$ cat src/rtl/hse_pkg.sv
// Shared constants and the signed compare used by the heap sort engine.
`default_nettype none
package hse_pkg;

  localparam int DATA_W    = 32;
  localparam int DEPTH_DEF = 64;

  typedef logic signed [DATA_W-1:0] data_t;

  // Signed greater-than on two's complement words
  function automatic logic hse_gt(input data_t a, input data_t b);
    return a > b;
  endfunction

endpackage
`default_nettype wire

$ cat src/rtl/hse_ram.sv
// Generic single-write, single-read RAM with registered read data.
`default_nettype none
module hse_ram #(
  parameter int WIDTH = hse_pkg::DATA_W,
  parameter int DEPTH = hse_pkg::DEPTH_DEF,
  parameter int AW    = (DEPTH > 1) ? $clog2(DEPTH) : 1
) (
  input  wire logic             clk,
  input  wire logic             we,
  input  wire logic [AW-1:0]    waddr,
  input  wire logic [WIDTH-1:0] wdata,
  input  wire logic [AW-1:0]    raddr,
  output logic      [WIDTH-1:0] rdata
);

  logic [WIDTH-1:0] mem [DEPTH];

  // Read returns the old contents when the same address is written
  always_ff @(posedge clk) begin
    if (we) begin
      mem[waddr] <= wdata;
    end
    rdata <= mem[raddr];
  end

endmodule
`default_nettype wire

$ cat src/rtl/heap_sort_engine_unit.sv
// Heap sort engine: loads a data set, heapsorts it in RAM and streams it out ascending.
// Loading: one value per cycle; in_stall is high from the closing transfer to the final result.
// Sift-down reads the node and its children, moves the larger child up while it beats the
//   node and descends; root/end swap exchanges the two ends. Speed is set by the single RAM
//   read port and the shared comparator. Output: each result is held until taken.
// Reset (rst, synchronous) empties the set and drops out_valid; RAM contents are not cleared.
`default_nettype none
module heap_sort_engine_unit #(
  parameter int DEPTH = hse_pkg::DEPTH_DEF
) (
  input  wire logic                  clk,
  input  wire logic                  rst,
  input  wire hse_pkg::data_t        value,
  input  wire logic                  last,
  input  wire logic                  in_valid,
  output logic                       in_stall,
  output hse_pkg::data_t             sorted_value,
  output logic                       final_res,
  output logic                       out_valid,
  input  wire logic                  out_stall
);
  import hse_pkg::*;

  localparam int AW = (DEPTH > 1) ? $clog2(DEPTH) : 1;
  localparam int CW = $clog2(DEPTH + 1);
  localparam int IW = AW + 2;

  typedef enum logic [3:0] {
    S_IDLE,
    S_SD_START,
    S_SD_LOADN,
    S_SD_CMPL,
    S_SD_CMPR,
    S_SD_SWAP,
    S_SD_SWAP2,
    S_SD_DONE,
    S_SW_RD0,
    S_SW_RDE,
    S_SW_WR0,
    S_SW_WRE,
    S_EM_RD,
    S_EM_WAIT,
    S_EM_HOLD
  } state_t;

  state_t        state;
  logic [CW-1:0] count;
  logic [CW-1:0] total;
  logic [CW-1:0] size;
  logic [CW-1:0] hend;
  logic [AW-1:0] bi;
  logic [AW-1:0] node;
  logic [AW-1:0] best;
  logic [AW-1:0] k;
  logic          build;
  data_t         node_val;
  data_t         best_val;

  logic          ram_we;
  logic [AW-1:0] ram_waddr;
  data_t         ram_wdata;
  logic [AW-1:0] ram_raddr;
  data_t         ram_rdata;

  logic [IW-1:0] lchild;
  logic [IW-1:0] rchild;
  logic [IW-1:0] bchild;
  logic [IW-1:0] size_x;
  logic [CW-1:0] n_close;
  logic          cmp_gt;
  logic          closing;

  hse_ram #(
    .WIDTH (DATA_W),
    .DEPTH (DEPTH),
    .AW    (AW)
  ) u_store (
    .clk   (clk),
    .we    (ram_we),
    .waddr (ram_waddr),
    .wdata (ram_wdata),
    .raddr (ram_raddr),
    .rdata (ram_rdata)
  );

  // Child indexes and the shared comparator
  assign lchild  = (IW'(node) << 1) + IW'(1);
  assign rchild  = (IW'(node) << 1) + IW'(2);
  assign bchild  = (IW'(best) << 1) + IW'(1);
  assign size_x  = IW'(size);
  assign cmp_gt  = hse_gt(ram_rdata, best_val);
  assign n_close = count + CW'(1);
  assign closing = last || (count == CW'(DEPTH - 1));

  assign in_stall = (state != S_IDLE);

  // RAM port steering per sequencer step
  always_comb begin
    ram_we    = 1'b0;
    ram_waddr = node;
    ram_wdata = node_val;
    ram_raddr = node;
    case (state)
      S_IDLE: begin
        ram_we    = in_valid;
        ram_waddr = count[AW-1:0];
        ram_wdata = value;
      end
      S_SD_START: ram_raddr = node;
      S_SD_LOADN: ram_raddr = lchild[AW-1:0];
      S_SD_CMPL:  ram_raddr = rchild[AW-1:0];
      S_SD_SWAP: begin
        ram_we    = (best != node);
        ram_waddr = node;
        ram_wdata = best_val;
      end
      S_SD_SWAP2: begin
        ram_we    = 1'b1;
        ram_waddr = best;
        ram_wdata = node_val;
        ram_raddr = bchild[AW-1:0];
      end
      S_SW_RD0: ram_raddr = '0;
      S_SW_RDE: ram_raddr = AW'(hend - CW'(1));
      S_SW_WR0: begin
        ram_we    = 1'b1;
        ram_waddr = '0;
        ram_wdata = ram_rdata;
      end
      S_SW_WRE: begin
        ram_we    = 1'b1;
        ram_waddr = AW'(hend - CW'(1));
        ram_wdata = node_val;
      end
      S_EM_RD: ram_raddr = k;
      default: ram_raddr = node;
    endcase
  end

  // Sequencer: load, heap build, sort-down, emit
  always_ff @(posedge clk) begin
    if (rst) begin
      state     <= S_IDLE;
      count     <= '0;
      out_valid <= 1'b0;
    end else begin
      case (state)
        S_IDLE: begin
          if (in_valid) begin
            if (closing) begin
              count <= '0;
              total <= n_close;
              size  <= n_close;
              bi    <= AW'(n_close >> 1);
              node  <= AW'(n_close >> 1);
              build <= 1'b1;
              state <= S_SD_START;
            end else begin
              count <= n_close;
            end
          end
        end
        S_SD_START: state <= S_SD_LOADN;
        S_SD_LOADN: begin
          node_val <= ram_rdata;
          best_val <= ram_rdata;
          best     <= node;
          state    <= (lchild < size_x) ? S_SD_CMPL : S_SD_DONE;
        end
        S_SD_CMPL: begin
          if (cmp_gt) begin
            best     <= lchild[AW-1:0];
            best_val <= ram_rdata;
          end
          state <= (rchild < size_x) ? S_SD_CMPR : S_SD_SWAP;
        end
        S_SD_CMPR: begin
          if (cmp_gt) begin
            best     <= rchild[AW-1:0];
            best_val <= ram_rdata;
          end
          state <= S_SD_SWAP;
        end
        S_SD_SWAP: state <= (best == node) ? S_SD_DONE : S_SD_SWAP2;
        S_SD_SWAP2: begin
          // moved value keeps sinking; it is the new reference for compares
          node     <= best;
          best_val <= node_val;
          state    <= (bchild < size_x) ? S_SD_CMPL : S_SD_DONE;
        end
        S_SD_DONE: begin
          if (build) begin
            if (bi == '0) begin
              if (total > CW'(1)) begin
                hend  <= total;
                state <= S_SW_RD0;
              end else begin
                k     <= '0;
                state <= S_EM_RD;
              end
            end else begin
              bi    <= bi - AW'(1);
              node  <= bi - AW'(1);
              size  <= total;
              state <= S_SD_START;
            end
          end else if (hend > CW'(2)) begin
            hend  <= hend - CW'(1);
            state <= S_SW_RD0;
          end else begin
            k     <= '0;
            state <= S_EM_RD;
          end
        end
        S_SW_RD0: state <= S_SW_RDE;
        S_SW_RDE: begin
          node_val <= ram_rdata;
          state    <= S_SW_WR0;
        end
        S_SW_WR0: state <= S_SW_WRE;
        S_SW_WRE: begin
          build <= 1'b0;
          node  <= '0;
          size  <= hend - CW'(1);
          state <= S_SD_START;
        end
        S_EM_RD: state <= S_EM_WAIT;
        S_EM_WAIT: begin
          sorted_value <= ram_rdata;
          final_res    <= (CW'(k) == total - CW'(1));
          out_valid    <= 1'b1;
          state        <= S_EM_HOLD;
        end
        S_EM_HOLD: begin
          if (!out_stall) begin
            out_valid <= 1'b0;
            if (final_res) begin
              state <= S_IDLE;
            end else begin
              k     <= k + AW'(1);
              state <= S_EM_RD;
            end
          end
        end
        default: state <= S_IDLE;
      endcase
    end
  end

`ifndef SYNTHESIS
  // No input transfer while results are pending
  a_no_in_while_out: assert property (@(posedge clk) disable iff (rst)
    !in_stall |-> !out_valid)
    else $error("input taken while a result is pending");

  // Fill count stays inside the store
  a_count_range: assert property (@(posedge clk) disable iff (rst)
    count < CW'(DEPTH))
    else $error("item count out of range");

  // Taking the final result ends the set
  a_final_ends: assert property (@(posedge clk) disable iff (rst)
    out_valid && final_res && !out_stall |=> !out_valid && !in_stall)
    else $error("block not idle after final result");

  // Writes never go past the store
  a_waddr_range: assert property (@(posedge clk) disable iff (rst)
    ram_we |-> (ram_waddr < AW'(DEPTH - 1)) || (ram_waddr == AW'(DEPTH - 1)))
    else $error("store write out of range");
`endif

endmodule
`default_nettype wire
$ cat config.mk
export PLATFORM = sky130hd
export DESIGN_NAME = heap_sort_engine_unit
export DESIGN_NICKNAME = d
export VERILOG_FILES = /design/src/rtl/hse_pkg.sv /design/src/rtl/hse_ram.sv /design/src/rtl/heap_sort_engine_unit.sv
export SDC_FILE = /design/constraint.sdc
export NUM_CORES = 2
export LEC_CHECK = 0
export ABC_AREA = 1
export BUFFER_PORTS_ARGS = -buffer_cell sky130_fd_sc_hd__buf_4
export CORE_AREA = 5 5 470 472
export CTS_BUF_LIST = sky130_fd_sc_hd__clkbuf_8 sky130_fd_sc_hd__clkbuf_16
export DETAILED_ROUTE_END_ITERATION = 6
export DIE_AREA = 0 0 475 477
export PLACE_DENSITY_LB_ADDON = 0.25
export SLEW_MARGIN = 15
export SYNTH_ARGS = -nofsm -noshare
export SYNTH_HDL_FRONTEND = slang
export SYNTH_SLANG_ARGS = --single-unit
$ cat constraint.sdc
create_clock -name clk -period 5.1 [get_ports clk]
set_input_delay 0.765 -clock clk [delete_from_list [all_inputs] [get_ports clk]]
set_output_delay 0.765 -clock clk [all_outputs]
set_load 0.05 [all_outputs]
==> impl_metrics.json <==
{
  "path_max_fanout": 21,
  "use_met2": 0.390,
  "slew_headroom": 0.221,
  "met1_usage": 0.363,
  "dp_hpwl_mm": 169,
  "clock_sinks": 2235,
  "rsz0062_at_grt": "false",
  "antenna_found_initial": 13,
  "clk_latency_ns": 0.88,
  "ir_worst_vdd_mv": 0.407,
  "coreArea_um2": 216000,
  "viasPerCell": 5.76,
  "drt-initial-drc-count": 8742,
  "postCtsSetupBuffers": 0,
  "synthAdderAreaFrac": 0.00722,
  "p_leak_nw": 42.8,
  "synth_compound_area_frac": 0.0128,
  "ys_seq_area_frac": 0.675,
  "synthCells": 8909,
  "ys_warn_count": 0,
  "max_cap_viol_count": 0,
  "crit_type": "register to register",
  "failed_checks": "design-rule violations",
  "final_cell_mix": "2,191 x edfxtp_1, 2,039 x nand3_1, 1,618 x nand2_1",
  "yosys-top-cells-area": "edfxtp_1 67%, nand3_1 10%, nand2_1 6.2%",
  "synth_top_area_cell": "edfxtp_1",
  "max_stage_delay_ns": 0.55,
  "cts_max_path_buffers": 3,
  "setup_tns_ns": 0,
  "slew_violations": 0,
  "dpl.cell_count": 11500,
  "synth_edf_count": 2191,
  "grt_pass1_wl_mm": 433,
  "power_w": 0.0512,
  "powerDensity_nw_per_um2": 458,
  "die_h_um": 477,
  "yosys.area_share.simple": 0.236,
  "crit_arrival_ns": 4.89,
  "die_w_um": 475,
  "grt_usage": 0.254,
  "io_buffer_count": 71,
  "drive_gt1_frac": 0.0878,
  "synth_top_area_share": 0.666,
  "worstMarginPinSlew_ns": 1.17,
  "instances_no_fill": 12000,
  "nNetsFinal": 8995,
  "place.gp.congestion": 0.935,
  "first_pass_iters": 7,
  "drt-total-wl_mm": 295,
  "end_kind": "register",
  "fmax_mhz": 231,
  "synth.cell_area_um2": 98800,
  "grt_max_degree": 156,
  "busiest_layer": "met2",
  "min_period_over_period": 0.849,
  "synth-xor-area-share": 0.00213,
  "outcome": "complete, but fails checks",
  "ys_seq_elements": 2235,
  "hold_buffers": 0,
  "synth.distinct_cells": 45,
  "num_rows": 171,
  "grt_pass1_vias": 64900,
  "cts-root-buf": "clkbuf_16",
  "hp-class": "input pin to register",
  "synth_top_family_by_area": "simple AND/OR/NAND/NOR gates",
  "syn-num-nets": 9003,
  "ant_nets": 0,
  "wl_per_cell_um": 24.6,
  "grtUsageMet3": 0.0453,
  "syn_avg_cell_area_um2": 11.1,
  "finalCriticalPeriod_ns": 4.33,
  "cts_tree": "yes",
  "overflow": 0,
  "crit_chain": "inv_2, nor2_1, nand2_1, inv_1, nand2_1, o211ai_1, nor2_1, a21oi_1, inv_1, nor2_1, nand2_1, buf_12, nor2_4, buf_12",
  "syn2layout_area_growth_pct": 13.1,
  "synth_ff_type": "edfxtp_1",
  "worstSetupStartpointType": "register",
  "route.detailed.drc": 1,
  "final_common_cell": "edfxtp_1",
  "vias": 68800,
  "clk_pin_slew_ns": 0.06,
  "die_area_um2": 227000,
  "dpl_cell_area_um2": 105000,
  "synthArstFlopShare": 0,
  "cts_made_buffers": 226,
  "crit_required_ns": 5.66,
  "start_util": 0.457,
  "io_pins": 72,
  "finalSetupViolCount": 0,
  "synthMuxAreaShare": 0,
  "final_area_um2": 112000,
  "fin_skew_ns": 0.0375,
  "crit_slowest_cell": "a21oi_1",
  "hold_violations": 0,
  "cts_htree_levels": 4,
  "post_cts_resized": 0
}
## area by class of cell
class	count	area, um2
Inverter	1103	4150
Sequential cell	2235	66700
Clock inverter	181	1270
Tap cell	2854	3570
Antenna cell	5	12.5
Clock buffer	242	5910
Timing Repair Buffer	345	3680
Multi-Input combinational cell	4990	26500
Fill cell	18600	104000
## cells in the mapped netlist, types with 3 or more instances
cell	n
buf_4	8
a211oi_1	7
dfxtp_1	44
nand2_2	5
buf_1	95
nor2_1	215
a21oi_1	46
nand3_1	2039
o221ai_1	12
clkbuf_1	231
ha_1	57
inv_2	9
o22ai_1	6
o2111ai_1	19
a31oi_1	3
inv_1	1093
nand3b_1	792
xor2_1	12
nand4_1	10
edfxtp_1	2191
a221oi_1	14
nor3_1	18
xnor2_1	12
o21ai_1	5
buf_2	247
o21ai_0	61
nand2_1	1623
o211ai_1	11
## critical path: cells and delay by family, from the launching register on
family	cells	cell delay [ns]
AOI/OAI and AO/OA	2	0.71
buffers and inverters	5	1.06
and+or+nand+nor	7	1.68
DFF	1	0.51
## power breakdown
part	switching (W)	internal, W	leakage, nW
sequential	0.000648	0.0220	20.1
combinational	0.00926	0.00317	19.0
clock	0.00707	0.00900	3.71
total	0.0170	0.0342	42.8
## state kept, by name, indices dropped and copies added, names as in the netlist, 6 cells and up
register,count
u_store.mem,2048
best_val,32
node_val,32
sorted_value,32
u_store.rdata,32
count,7
hend,7
size,7
total,7
best,6
bi,6
k,6
node,6
## kinds of logic after synthesis
group,count (synthesis)
simple gates,4710
flops,2235
buf+inv,1684
compound gates,199
fa+ha+maj,57
xor+xnor,24
## per-stage QoR
step / worst slack (ns) / utilization / hold WS (ns)
3_5_place_dp: 0.907 / 0.484 / 0.464
2_1_floorplan: 0.749 / - / 0.426
5_1_grt: 0.623 / 0.517 / 0.203
4_1_cts: 0.862 / 0.517 / 0.165
6_report: 0.768 / 0.517 / 0.239
3_3_place_gp: 0.838 / 0.484 / 0.449
## final timing paths
kind	start	end	slack, ns	cells past startpoint
setup / recovery	state[1]	u_store.mem[63][7]	0.77	14
hold / removal	rst	state[3]	0.24	2
setup reg to reg	state[1]	u_store.mem[63][7]	0.77	14
hold reg to reg	count[6]	count[6]	0.48	2
## layer usage
layer	wire [um]	part of all wire	up-vias
li1	-	-	30800
met5	12	0.000041	-
met2	134000	0.45	3476
met4	10700	0.036	2
met3	27800	0.095	546
met1	122000	0.41	34000
Note: power is estimated with default switching activity, not from simulation.
